`config.mk`:
```
export PLATFORM = sky130hd
export DESIGN_NAME = two_channel_pulse_id_detector_top
export DESIGN_NICKNAME = d
export VERILOG_FILES = /design/src/design/tcpid_pkg.sv /design/src/design/tcpid_chan.sv /design/src/design/two_channel_pulse_id_detector_top.sv
export VERILOG_INCLUDE_DIRS = /design/src /design/src/design
export SDC_FILE = /design/constraint.sdc
export NUM_CORES = 1
export LEC_CHECK = 0
export BUFFER_PORTS_ARGS = -buffer_cell sky130_fd_sc_hd__clkbuf_2
export CELL_PAD_IN_SITES_DETAIL_PLACEMENT = 0
export CELL_PAD_IN_SITES_GLOBAL_PLACEMENT = 2
export CORE_AREA = 4 4 234 236
export CTS_CLUSTER_DIAMETER = 30
export CTS_CLUSTER_SIZE = 25
export DETAILED_ROUTE_END_ITERATION = 16
export DIE_AREA = 0 0 238 240
export PLACE_DENSITY_LB_ADDON = 0.25
export SKIP_CTS_REPAIR_TIMING = 1
export SLEW_MARGIN = 0
export SYNTH_ARGS = -nofsm -noshare
export SYNTH_HDL_FRONTEND = slang
export SYNTH_HIERARCHICAL = 1
export SYNTH_SLANG_ARGS = --single-unit
```
`constraint.sdc`:
```
create_clock -name clk -period 6.7 [get_ports clk]
set_clock_uncertainty 0.1 [all_clocks]
set_input_delay 1.34 -clock clk [delete_from_list [all_inputs] [get_ports clk]]
set_output_delay 1.34 -clock clk [all_outputs]
set_load 0.005 [all_outputs]
```
`src/design/two_channel_pulse_id_detector_top_defines.svh`:
```
// ----------------------------------------------------------------------------
// Pulse ID detector assertion macros
// Concurrent assertion wrappers; define NO_ASSERTIONS to compile them out.
// ----------------------------------------------------------------------------
`ifndef TWO_CHANNEL_PULSE_ID_DETECTOR_TOP_DEFINES_SVH
`define TWO_CHANNEL_PULSE_ID_DETECTOR_TOP_DEFINES_SVH

`ifndef NO_ASSERTIONS

// same-cycle implication
`define TCPID_ASSERT_NOW(label, clk, rst, ante, cons) \
  label: assert property (@(posedge clk) disable iff (rst) (ante) |-> (cons)) \
    else $error("pulse id detector check failed");

// next-cycle implication
`define TCPID_ASSERT_NEXT(label, clk, rst, ante, cons) \
  label: assert property (@(posedge clk) disable iff (rst) (ante) |=> (cons)) \
    else $error("pulse id detector check failed");

`else

`define TCPID_ASSERT_NOW(label, clk, rst, ante, cons)
`define TCPID_ASSERT_NEXT(label, clk, rst, ante, cons)

`endif

`endif

```
`src/design/tcpid_pkg.sv`:
```
// ----------------------------------------------------------------------------
// Pulse ID detector package
// Codes, width thresholds and shared types of the two-channel ID detector.
// ----------------------------------------------------------------------------
package tcpid_pkg;

  localparam int DEF_COUNT_BITS = 24;
  localparam int TIMEOUT_BITS   = 24;
  localparam int WIDE_BITS      = 32;
  localparam int STATUS_BITS    = 2;
  localparam int IDENT_BITS     = 6;
  localparam int TABLE_LEN      = 36;
  localparam int ID_STEPS       = 36;
  localparam int BOUND_BITS     = 17;

  localparam logic [TIMEOUT_BITS-1:0] TIMEOUT_RESET = TIMEOUT_BITS'(13500000);
  localparam logic [WIDE_BITS-1:0]    MIN_WIDTH     = WIDE_BITS'(5);

  // command kinds carried on the input tuser bit
  localparam logic CMD_START = 1'b0;
  localparam logic CMD_TICK  = 1'b1;

  typedef enum logic [STATUS_BITS-1:0] {
    ST_DONE      = 2'd0,
    ST_TIMEOUT   = 2'd1,
    ST_NO_ANSWER = 2'd2,
    ST_INVALID   = 2'd3
  } status_t;

  typedef enum logic [4:0] {
    PH_WAIT_RISE = 5'b00001,
    PH_WAIT_FALL = 5'b00010,
    PH_DONE      = 5'b00100,
    PH_TIMEOUT   = 5'b01000,
    PH_NO_ANSWER = 5'b10000
  } phase_t;

  // upper bound of each ID step, exclusive
  localparam logic [BOUND_BITS-1:0] UPPER_BOUND [TABLE_LEN] = '{
    17'd110,   17'd135,   17'd165,   17'd200,   17'd245,   17'd300,
    17'd360,   17'd430,   17'd515,   17'd620,   17'd750,   17'd910,
    17'd1100,  17'd1350,  17'd1650,  17'd2000,  17'd2450,  17'd3000,
    17'd3600,  17'd4300,  17'd5150,  17'd6200,  17'd7500,  17'd9100,
    17'd11000, 17'd13500, 17'd16500, 17'd20000, 17'd24500, 17'd30000,
    17'd36000, 17'd43000, 17'd51500, 17'd62000, 17'd75000, 17'd91000
  };

  typedef struct packed {
    logic sample;   // an item is processed: take the line level
    logic start;    // start command
    logic step;     // tick while a scan runs
    logic timeout;  // counter reached the timeout on this tick
  } chan_ctrl_t;

  typedef struct packed {
    logic                  finished;
    status_t               status;
    logic [IDENT_BITS-1:0] ident;
  } chan_stat_t;

  // map a pulse width to an ID, 0 when outside the table
  function automatic logic [IDENT_BITS-1:0] width_to_id(input logic [WIDE_BITS-1:0] w);
    logic [IDENT_BITS-1:0] id;
    logic                  found;
    id    = '0;
    found = 1'b0;
    if (w >= MIN_WIDTH) begin
      for (int i = 0; i < TABLE_LEN; i++) begin
        if (!found && (i < ID_STEPS) && (w < WIDE_BITS'(UPPER_BOUND[i]))) begin
          id    = IDENT_BITS'(i + 1);
          found = 1'b1;
        end
      end
    end
    return id;
  endfunction

endpackage

```
`src/design/tcpid_chan.sv`:
```
// ----------------------------------------------------------------------------
// Pulse ID channel
// Edge detection, pulse timing and ID decode for one ID line.
// ----------------------------------------------------------------------------
`include "two_channel_pulse_id_detector_top_defines.svh"

module tcpid_chan #(
  parameter int COUNT_BITS = tcpid_pkg::DEF_COUNT_BITS
) (
  input  logic                   clk,
  input  logic                   rst,
  input  tcpid_pkg::chan_ctrl_t  ctrl,
  input  logic [COUNT_BITS-1:0]  tick_next,
  input  logic                   level,
  output tcpid_pkg::chan_stat_t  stat
);
  import tcpid_pkg::*;

  phase_t                phase;
  phase_t                phase_next;
  phase_t                phase_edge;
  logic                  last_level;
  logic [COUNT_BITS-1:0] rise_time;
  logic [COUNT_BITS-1:0] pulse_width;
  logic [COUNT_BITS-1:0] width_next;
  logic                  rise;
  logic                  fall;
  logic [IDENT_BITS-1:0] id;

  assign rise = ctrl.step && level && !last_level;
  assign fall = ctrl.step && !level && last_level && (phase == PH_WAIT_FALL);

  assign width_next = fall ? (tick_next - rise_time) : pulse_width;

  always_comb begin
    phase_edge = phase;
    if (rise) begin
      phase_edge = PH_WAIT_FALL;
    end else if (fall) begin
      phase_edge = PH_DONE;
    end
    phase_next = phase_edge;
    if (ctrl.start) begin
      phase_next = PH_WAIT_RISE;
    end else if (ctrl.step && ctrl.timeout) begin
      if (phase_edge == PH_WAIT_FALL) begin
        phase_next = PH_TIMEOUT;
      end else if (phase_edge == PH_WAIT_RISE) begin
        phase_next = PH_NO_ANSWER;
      end
    end
  end

  assign id = width_to_id(WIDE_BITS'(width_next));

  always_comb begin
    stat.finished = (phase_next != PH_WAIT_RISE) && (phase_next != PH_WAIT_FALL);
    stat.ident    = '0;
    unique case (phase_next)
      PH_DONE: begin
        stat.ident  = id;
        stat.status = (id != '0) ? ST_DONE : ST_INVALID;
      end
      PH_TIMEOUT: stat.status = ST_TIMEOUT;
      default:    stat.status = ST_NO_ANSWER;
    endcase
  end

  always_ff @(posedge clk) begin
    if (rst) begin
      phase      <= PH_WAIT_RISE;
      last_level <= 1'b0;
    end else if (ctrl.sample) begin
      phase      <= phase_next;
      last_level <= level;
    end
  end

  // timing stores need no reset
  always_ff @(posedge clk) begin
    if (rise) begin
      rise_time <= tick_next;
    end
    if (fall) begin
      pulse_width <= width_next;
    end
  end

  `TCPID_ASSERT_NEXT(a_start_rearms, clk, rst, ctrl.sample && ctrl.start, phase == PH_WAIT_RISE)
  `TCPID_ASSERT_NOW(a_timeout_ends, clk, rst, ctrl.step && ctrl.timeout && !ctrl.start,
    stat.finished)
  `TCPID_ASSERT_NEXT(a_rise_waits, clk, rst, rise && !ctrl.start,
    (phase == PH_WAIT_FALL) || (phase == PH_TIMEOUT))

endmodule

```
`src/design/two_channel_pulse_id_detector_top.sv`:
```
// A result beat leaves once its input beat is taken and has passed the input
// register, then the result register.
// Throughput: one input beat per cycle, held only while the result side stalls.
// Each input beat gives exactly one result beat.
// Reset: synchronous; no scan runs, both channels wait for a rise, the timeout
// register returns to 13500000 ticks and both pipeline registers are empty.
// ----------------------------------------------------------------------------
// Two-channel pulse ID detector
// Times the ID pulses of two boards against a tick counter and decodes IDs.
// ----------------------------------------------------------------------------
`include "two_channel_pulse_id_detector_top_defines.svh"

module two_channel_pulse_id_detector_top #(
  parameter int COUNT_BITS = tcpid_pkg::DEF_COUNT_BITS
) (
  input  logic                                clk,
  input  logic                                rst,
  input  logic                                cfg_wr_en,
  input  logic [tcpid_pkg::TIMEOUT_BITS-1:0]  cfg_wr_data,   // timeout_ticks
  input  logic                                s_axis_tvalid,
  output logic                                s_axis_tready,
  input  logic [7:0]                          s_axis_tdata,  // line_one_level, line_two_level
  input  logic [0:0]                          s_axis_tuser,  // command
  output logic                                m_axis_tvalid,
  input  logic                                m_axis_tready,
  // id_clock_high, scan_done, chan_one_status, chan_one_ident,
  // chan_two_status, chan_two_ident
  output logic [23:0]                         m_axis_tdata
);
  import tcpid_pkg::*;

  logic [TIMEOUT_BITS-1:0] timeout_ticks;

  logic                    in_valid;
  logic                    in_command;
  logic                    in_line_one;
  logic                    in_line_two;
  logic                    advance;

  logic                    scanning;
  logic                    scanning_next;
  logic [COUNT_BITS-1:0]   tick_count;
  logic [COUNT_BITS-1:0]   tick_next;
  logic                    timeout_hit;
  logic                    is_start;
  logic                    done;
  logic                    clock_high;
  chan_ctrl_t              ctrl;
  chan_stat_t              stat_one;
  chan_stat_t              stat_two;

  logic                    out_valid;
  logic [23:0]             out_data;
  logic [23:0]             out_data_next;

  always_ff @(posedge clk) begin
    if (rst) begin
      timeout_ticks <= TIMEOUT_RESET;
    end else if (cfg_wr_en) begin
      timeout_ticks <= cfg_wr_data;
    end
  end

  // input register
  assign advance       = in_valid && (!out_valid || m_axis_tready);
  assign s_axis_tready = !in_valid || advance;

  always_ff @(posedge clk) begin
    if (rst) begin
      in_valid <= 1'b0;
    end else if (s_axis_tready) begin
      in_valid <= s_axis_tvalid;
    end
  end

  always_ff @(posedge clk) begin
    if (s_axis_tready && s_axis_tvalid) begin
      in_command  <= s_axis_tuser[0];
      in_line_one <= s_axis_tdata[0];
      in_line_two <= s_axis_tdata[1];
    end
  end

  // counter saturates at all ones
  assign is_start    = (in_command == CMD_START);
  assign tick_next   = (tick_count == '1) ? tick_count : tick_count + 1'b1;
  assign timeout_hit = (WIDE_BITS'(tick_next) >= WIDE_BITS'(timeout_ticks)) ||
                       (tick_next == '1);

  assign ctrl.sample  = advance;
  assign ctrl.start   = advance && is_start;
  assign ctrl.step    = advance && !is_start && scanning;
  assign ctrl.timeout = timeout_hit;

  tcpid_chan #(.COUNT_BITS(COUNT_BITS)) u_chan_one (
    .clk       (clk),
    .rst       (rst),
    .ctrl      (ctrl),
    .tick_next (tick_next),
    .level     (in_line_one),
    .stat      (stat_one)
  );

  tcpid_chan #(.COUNT_BITS(COUNT_BITS)) u_chan_two (
    .clk       (clk),
    .rst       (rst),
    .ctrl      (ctrl),
    .tick_next (tick_next),
    .level     (in_line_two),
    .stat      (stat_two)
  );

  assign done = ctrl.step && stat_one.finished && stat_two.finished;

  always_comb begin
    scanning_next = scanning;
    if (ctrl.start) begin
      scanning_next = 1'b1;
    end else if (done) begin
      scanning_next = 1'b0;
    end
  end

  assign clock_high = is_start || (scanning && !done);

  always_comb begin
    out_data_next        = '0;
    out_data_next[0]     = clock_high;
    out_data_next[1]     = done;
    if (done) begin
      out_data_next[3:2]   = stat_one.status;
      out_data_next[9:4]   = stat_one.ident;
      out_data_next[11:10] = stat_two.status;
      out_data_next[17:12] = stat_two.ident;
    end
  end

  always_ff @(posedge clk) begin
    if (rst) begin
      scanning   <= 1'b0;
      tick_count <= '0;
    end else if (ctrl.start) begin
      scanning   <= 1'b1;
      tick_count <= '0;
    end else if (ctrl.step) begin
      scanning   <= scanning_next;
      tick_count <= tick_next;
    end
  end

  // result register
  always_ff @(posedge clk) begin
    if (rst) begin
      out_valid <= 1'b0;
    end else if (advance) begin
      out_valid <= 1'b1;
    end else if (m_axis_tready) begin
      out_valid <= 1'b0;
    end
  end

  always_ff @(posedge clk) begin
    if (advance) begin
      out_data <= out_data_next;
    end
  end

  assign m_axis_tvalid = out_valid;
  assign m_axis_tdata  = out_data;

  `TCPID_ASSERT_NOW(a_done_drops_clock, clk, rst, m_axis_tvalid && m_axis_tdata[1],
    !m_axis_tdata[0])
  `TCPID_ASSERT_NEXT(a_start_clears_count, clk, rst, ctrl.start, scanning && (tick_count == '0))
  `TCPID_ASSERT_NEXT(a_idle_count_holds, clk, rst, !scanning && !ctrl.start, $stable(tick_count))
  `TCPID_ASSERT_NOW(a_scan_ends_on_done, clk, rst, $fell(scanning), $past(done))

endmodule
```
==> results of run 1 <==
## report_power, final
group / total (mW) / switching (mW) / internal (mW)
Sequential: 1.20 / 0.00903 / 1.19
Combinational: 0.148 / 0.0936 / 0.0546
Clock: 1.09 / 0.507 / 0.580
Total: 2.43 / 0.609 / 1.82
## path summary, 6_finish.rpt
path	start	endpoint	slack (ps)	cells after the start
hold reg to reg	timeout_ticks[19]	timeout_ticks[19]	390	2
hold / removal	timeout_ticks[19]	timeout_ticks[19]	390	2
setup reg to reg	tick_count[0]	m_axis_tdata[11]	390	21
setup / recovery	tick_count[0]	m_axis_tdata[11]	390	21
## tightest hold or removal path, cell delays in order (launching register included)
cell and delay [ps]:
dfxtp_1 300, inv_1 70, o211ai_1 80
## area by class of cell
class                   instances  area (µm²)  area share
repair buffers                127         826      0.0471
flip-flops and latches        180        4770       0.272
well taps                     688         861      0.0491
inverters                     117         444      0.0253
multi-input cells            1503       10000       0.571
clock buffers                  21         492      0.0280
clock inverters                11         131     0.00749
## metal layers
layer / global-route usage / vias up
met5: 0 / -
met4: 0.0579 / 0
met3: 0.0267 / 69
met2: 0.279 / 334
met1: 0.262 / 7077
li1: - / 7308
## registers in the layout, summed over array words and instances, names as in the netlist
name	count
in_line_two	1
u_chan_one/rise_time	24
in_line_one	1
m_axis_tvalid	1
u_chan_one/phase	5
u_chan_one/last_level	1
timeout_ticks	24
u_chan_two/pulse_width	24
scanning	1
u_chan_one/pulse_width	24
m_axis_tdata	18
tick_count	24
in_valid	1
u_chan_two/rise_time	24
u_chan_two/phase	5
in_command	1
u_chan_two/last_level	1
## cells in the final DEF (no fill, tap or decap), types with 17 or more instances in the layout
| cell type | count |
|---|---|
| nor2_1 | 184 |
| nand2_1 | 176 |
| edfxtp_1 | 117 |
| inv_1 | 104 |
| a21oi_1 | 104 |
| o21ai_0 | 87 |
| nor3_1 | 76 |
| buf_4 | 76 |
| ha_1 | 71 |
| dfxtp_1 | 63 |
| o211ai_1 | 58 |
| nand3_1 | 53 |
| nand4_1 | 52 |
| and2_1 | 52 |
| clkbuf_2 | 51 |
| a21o_1 | 33 |
| a31oi_1 | 32 |
| a211oi_1 | 32 |
| and3_1 | 22 |
| nor4_1 | 22 |
| mux2i_1 | 22 |
| o21a_1 | 22 |
| xor2_1 | 20 |
| o31ai_1 | 20 |
| or3_1 | 18 |
| clkbuf_16 | 18 |
| xnor2_1 | 17 |
## cells by family after synthesis
logic type | after synthesis
flip-flops | 180
AND/OR/NAND/NOR | 755
multiplexers | 25
adder cells (fa/ha/maj) | 73
AO/OA/AOI/OAI | 606
buffers and inverters | 225
XOR/XNOR | 38
other | 1
==> metrics, run 1 <==
Post-Place Worst Slack 468 ps; IO Count 64; Sink Count 180; grt ovf 0; CTS tree yes; total track usage 0.181; maximum vdd drop 0.232 mV; setup violators final 0; uppermost routed layer met4; Nets 2,057; met3 WL 2080 µm; IO buf count 51; final hold slack 390 ps; Top delay family on crit path compound AO/OA/AOI/OAI gates; mux share of post-synthesis cell area 0.0162; Mapped Avg Cell Area 8.26 µm²; area growth from synthesis to layout 11.6%; RSZ-0062 raised after global routing false; Non-Filler Instances 2,647; main combinational cell family by area after synthesis compound AO/OA/AOI/OAI gates; Synth Area in Compound Gates 0.292; Total Power Consumption 2.43 mW; row cnt 84; post-synthesis adder-cell area fraction 0.0590; Top FF cell, synth edfxtp_1; placed insts 2,613; Leakage 6.74 nW; clock transition at the registers of the reported paths 70 ps; Initial Util 0.300; residual DRC count 0; post-route cell area 0.0175 mm²; total of max-cap violations 0; clock buffer depth 2; Seq/Total Area, Yosys 0.304; htree depth 4; Hold Fails Final Rpt 0; vias in the first global route 13,845; crit path max fanout 11; clock buffer count from CTS 17; post-synth top area cell edfxtp_1; clk root buf clkbuf_16; core footprint 0.0524 mm²; Final period util 0.942; Least-Margin Pin Slew 955 ps; number of synthesized flops with an enable pin 117; clock latency at the later pin of the worst-skew pair 500 ps; Total Wirelength 52,500 µm; Final Util 0.335; most instantiated library cell after synthesis nor2_1; drt pass-1 iters 5; count of pins over their slew limit 0; worst path cell trace ha_1 > nand3_2 > nor4_4 > nand2_1 > mux2_2 > inv_1 > fa_1 > nand2b_1 > a21oi_1 > a221oi_1 > a22oi_4 > inv_4 > or3_1 > a311oi_1 > a221oi_1 > a311oi_1 > a21oi_1 > a2111oi_4 > nand4_1 > o21ai_1 > and2_1; PwrDens 139 mW/mm²; fin crit period 6310 ps; DIE AREA 0.0571 mm²; Vert. Die Dim 240 µm; XOR/XNOR share of the synthesized area 0.0216; M1 WL 25,900 µm; DIE WIDTH 238 µm; crit path launch type register; worst path required time 6960 ps; Worst Path Arrival 6570 ps; headroom to the max-slew limit 0.359; ANT cells 0; fill cell count 5,576; initial antenna violation count 0; WL per Instance 19.8 µm; post-synthesis register bit count 180; met2 routed WL 23,400 µm; HPWL Detailed 41,000 µm; final worst setup slack 388 ps; post-route ant nets 0; status completed; first-pass GRT wire length 82,000 µm; fmax 0.158 GHz; 1st-iter DRT viols 910; share of layout cells above drive strength 1 0.135; mapped cell area 0.0157 mm²; via count 14,788; critical path class reg -> reg; Async SR Flop Fraction 0; Yosys Warn Count 6; Distinct cells, synth 104; via/cell ratio 5.59; most instantiated cells after synthesis nor2_1, nand2_1, edfxtp_1; Synth Area in Simple Gates 0.246; slowest stage delay, CP 520 ps; ranking of synthesized cells by area edfxtp_1, dfxtp_1, ha_1; setup TNS 0 ps; area share of the largest cell type after synthesis 0.223; Post-DP Area 0.0169 mm²; CP bufs+invs 2; Synth Instances 1,903; Placer Congestion 0.893; worst hold path class reg -> reg; critical-path cell with the highest stage delay a311oi_1; CP endpoint kind register; pin count of the biggest net entering global routing 39
Note: power is estimated with default switching activity, not from simulation.
==> run 2: changes to the inputs <==
Clock period 6.7 ns to 7.61 ns, I/O delays scaled along.
==> metrics, run 2 (synthesis results as in run 1) <==
setup violators final 0; RSZ-0062 raised after global routing false; Hold Fails Final Rpt 0; total of max-cap violations 0; CTS tree yes; initial antenna violation count 1; total track usage 0.178; CP bufs+invs 2; drt pass-1 iters 6; Leakage 6.53 nW; Total Wirelength 51,900 µm; clock buffer count from CTS 17; GRT busiest layer met2; first-pass GRT wire length 80,300 µm; vias in the first global route 13,702; ANT cells 0; core footprint 0.0524 mm²; via count 14,713; crit path launch type register; Placer Congestion 0.919; share of layout cells above drive strength 1 0.117; met1 GRT Util 0.253; crit path max fanout 16; htree depth 4; WL per Instance 19.9 µm; headroom to the max-slew limit 0.353; Sink Count 180; final hold slack 396 ps; worst path cell trace ha_1 > nand3_2 > nor4_4 > nand2_2 > mux2_2 > inv_1 > fa_1 > nand2b_1 > a21o_2 > a211oi_2 > mux2i_1 > and2_1 > inv_1 > or4_1 > nor4_1 > a311oi_1 > a21oi_1 > a2111oi_4 > nand4_1 > o21ai_1 > and2_1; critical path class reg -> reg; pin count of the biggest net entering global routing 54; status completed; worst hold path class reg -> reg; Worst Path Arrival 7200 ps; setup TNS 0 ps; M2 GR Usage 0.276; worst path required time 7760 ps; HPWL Detailed 40,000 µm; 1st-iter DRT viols 1,017; row cnt 84; Nets 2,019; Least-Margin Pin Slew 964 ps; IO Count 64; DIE AREA 0.0571 mm²; PwrDens 121 mW/mm²; area growth from synthesis to layout 9.47%; Final period util 0.927; clk root buf clkbuf_16; count of pins over their slew limit 0; slowest stage delay, CP 600 ps; residual DRC count 0; clock latency at the later pin of the worst-skew pair 500 ps; most frequent cells in the layout nor2_1, nand2_1, edfxtp_1, inv_1, a21oi_1; via/cell ratio 5.64; fmax 0.142 GHz; commonest non-fill, non-tap cell in the layout nor2_1; Top delay family on crit path simple AND/OR/NAND/NOR gates; IO buf count 51; clock transition at the registers of the reported paths 80 ps; clock buffer depth 2; Initial Util 0.300; DIE WIDTH 238 µm; Vert. Die Dim 240 µm; met3 GRT Util 0.0256; post-route ant nets 0; CP endpoint kind register; fin crit period 7060 ps; maximum vdd drop 0.193 mV; critical-path cell with the highest stage delay nor4_4; grt ovf 0
## run 2: final timing paths
kind                           from                 to  slack (ps)  cells after the start
hold / removal    timeout_ticks[19]  timeout_ticks[19]         400                      2
hold reg to reg   timeout_ticks[19]  timeout_ticks[19]         400                      2
setup reg to reg      tick_count[0]    m_axis_tdata[2]         550                     21
setup / recovery      tick_count[0]    m_axis_tdata[2]         550                     21
## run 2: routing by layer
metal	share of wire	vias up
met5	0	-
met4	0.023	0
met3	0.040	56
met2	0.44	367
met1	0.49	7058
li1	-	7232
## run 2: cell type report
class                      instances  area [µm²]
fill                            5571       35200
multi-input combinational       1503       10000
sequential                       180        4770
tap                              688         861
timing repair buffer              89         541
clock buffer                      20         468
inverter                         117         444
clock inverter                    12         109
## run 2: report_power, final
group	switching (mW)	total, mW	leakage, nW	internal (mW)
Clock	0.446	0.904	0.287	0.458
Combinational	0.0823	0.131	4.74	0.0486
Sequential	0.00792	1.05	1.50	1.05
Total	0.537	2.09	6.53	1.55
## run 2: worst min-delay path: stages (launching register included)
cell	delay, ps
dfxtp_1	300
inv_1	70
o211ai_1	80
## run 2: per-stage QoR
stage	setup WS, ps	total power [mW]	area (µm²)	cells	util
after floorplan	1060	1.16	15700	1908	-
after global placement	542	1.21	16600	2577	0.317
after detailed placement	532	1.21	16600	2577	0.317
after CTS	482	2.13	17200	2609	0.328
after global routing	54.1	2.17	17200	2609	0.328
final	552	2.09	17200	2609	0.328
==> run 3: changes to the inputs <==
Settings changed: ABC_AREA from default to 1, CORE_AREA 4 4 234 236 to 4 4 237 239, DIE_AREA 0 0 238 240 to 0 0 241 243.
==> metrics, run 3 <==
core footprint 0.0538 mm²; IO buf count 51; status completed; RSZ-0062 raised after global routing false; 1st-iter DRT viols 921; Crit. Startpoint tick_count[0]; maximum vdd drop 0.161 mV; Worst R2R End m_axis_tdata[3]; CTS tree yes; first-pass GRT wire length 83,900 µm; end point of the critical path m_axis_tdata[3]; setup violators final 0; post-synth top area cell edfxtp_1; mux share of post-synthesis cell area 0; total of max-cap violations 0; clock latency at the later pin of the worst-skew pair 490 ps; final hold slack 375 ps; Async SR Flop Fraction 0; R2R Setup Slk 920 ps; count of pins over their slew limit 0; most instantiated library cell after synthesis nand2_1; critical-path cell with the highest stage delay o21ai_1; worst path required time 7830 ps; IO Count 64; register share of total power 0.508; Leakage 8.48 nW; Vert. Die Dim 243 µm; clock transition at the registers of the reported paths 80 ps; clock power share 0.425; Total Power Consumption 2.09 mW; XOR/XNOR share of the synthesized area 0.00762; post-synthesis register bit count 180; Mapped Avg Cell Area 6.50 µm²; final worst setup slack 915 ps; Worst Path Arrival 6920 ps; initial antenna violation count 1; Top FF cell, synth edfxtp_1; crit path max fanout 17; grt ovf 0; CP endpoint kind register; row cnt 85; Net Sw Frac 0.263; most frequent cells in the layout nand2_1, inv_1, nor2_1, a21oi_1, nand3_1; Hold Fails Final Rpt 0; fin crit period 6690 ps; pin count of the biggest net entering global routing 38; via count 15,405; DIE AREA 0.0586 mm²; commonest non-fill, non-tap cell in the layout nand2_1; Final period util 0.880; clock buffer count from CTS 17; worst hold path class reg -> reg; ranking of synthesized cells by area edfxtp_1, nand2_1, inv_1; Synth Area in Compound Gates 0.111; drt pass-1 iters 5; total track usage 0.181; Yosys Warn Count 6; setup TNS 0 ps; Total Wirelength 52,100 µm; Sink Count 180; crit-path most repeated cell nand2_1; WL per Instance 16.1 µm; post-synthesis adder-cell area fraction 0.0577; DIE WIDTH 241 µm; fill cell count 6,040; post-route ant nets 0; NetSw 0.550 mW; Initial Util 0.299; critical path class reg -> reg; main combinational cell family by area after synthesis simple AND/OR/NAND/NOR gates; most instantiated cells after synthesis nand2_1, inv_1, nor2_1; slowest stage delay, CP 650 ps; residual DRC count 0; area growth from synthesis to layout 9.81%; Distinct cells, synth 56; FF-to-FF path depth 34; area share of the largest cell type after synthesis 0.218; Seq/Total Area, Yosys 0.297; crit path launch type register; Pint 1.54 mW; Post-Place Worst Slack 959 ps; Least-Margin Pin Slew 1120 ps; number of synthesized flops with an enable pin 117; vias in the first global route 15,114; HPWL Detailed 42,500 µm; Nets 2,635; PwrDens 118 mW/mm²; mapped cell area 0.0161 mm²; Synth Instances 2,477; share of layout cells above drive strength 1 0.139; Logic pwr share 0.067; clock buffer depth 2; via/cell ratio 4.76; fmax 0.149 GHz; headroom to the max-slew limit 0.248; Final Util 0.328; Synth Area in Simple Gates 0.394; htree depth 4; clk root buf clkbuf_16; Placer Congestion 0.888; worst r2r src tick_count[0]
## run 3: changes by cell type after synthesis, sizes merged, moves of 38 or more
cell | previous run | this run
nand2 | 182 | 723
inv | 115 | 497
nor2 | 184 | 306
nand3 | 56 | 149
and2 | 54 | 0
o211ai | 59 | 7
clkbuf | 54 | 14
a211oi | 40 | 2
## run 3: how the worst min path moves through the flow
stage | to | slack, ps | cells past startpoint | startpoint
after floorplan | timeout_ticks[20] | 340 | 2 | timeout_ticks[20]
after global placement | timeout_ticks[20] | 360 | 2 | timeout_ticks[20]
after detailed placement | timeout_ticks[3] | 360 | 2 | timeout_ticks[3]
after CTS | timeout_ticks[20] | 380 | 2 | timeout_ticks[20]
after global routing | timeout_ticks[10] | 400 | 2 | timeout_ticks[10]
final | timeout_ticks[3] | 380 | 2 | timeout_ticks[3]
## run 3: metal layers
metal / up-vias / global-route usage / wire, µm
li1: 8011 / - / -
met4: 0 / 0.0329 / 565
met5: - / 0 / 0
met1: 7143 / 0.253 / 25800
met3: 32 / 0.0287 / 1410
met2: 219 / 0.298 / 24300
## run 3: power groups by stage
stage,clock (mW),sequential (mW),combinational [mW]
4_1_cts,0.920,1.06,0.142
3_5_place_dp,0,1.09,0.141
2_1_floorplan,0,1.08,0.0952
6_report,0.889,1.06,0.139
5_1_grt,0.967,1.07,0.161
3_3_place_gp,0,1.09,0.140
## run 3: through the flow
stage / cell area (µm²) / std cells
floorplan: 16100 / 2482
global placement: 17100 / 3201
detailed placement: 17100 / 3201
CTS: 17700 / 3233
global route: 17700 / 3233
finish: 17700 / 3234
## run 3: cell type report
type	count	area [µm²]	share of cell area
diodes	1	2.50	0.000142
clock buffers	19	453	0.0256
clock inverters	13	111	0.00630
inverters	503	1890	0.107
multi-input cells	1756	9200	0.521
flip-flops and latches	180	4770	0.270
well taps	696	871	0.0493
repair buffers	66	368	0.0208
## run 3: worst max-delay path, delay by kind of cell, from the launching register on
| kind | cells | cell delay, ps |
|---|---|---|
| flops | 1 | 440 |
| fa+ha+maj | 3 | 1030 |
| compound gates | 2 | 760 |
| buf+inv | 5 | 520 |
| simple gates | 24 | 3650 |
## run 3: logic make-up (layout without fill, tap and decap cells)
family / count (synthesis) / in the layout
simple gates: 1343 / 1343
buf+inv: 546 / 601
compound gates: 320 / 320
flops: 180 / 180
fa+ha+maj: 73 / 73
xor+xnor: 14 / 14
other cells: 1 / 7
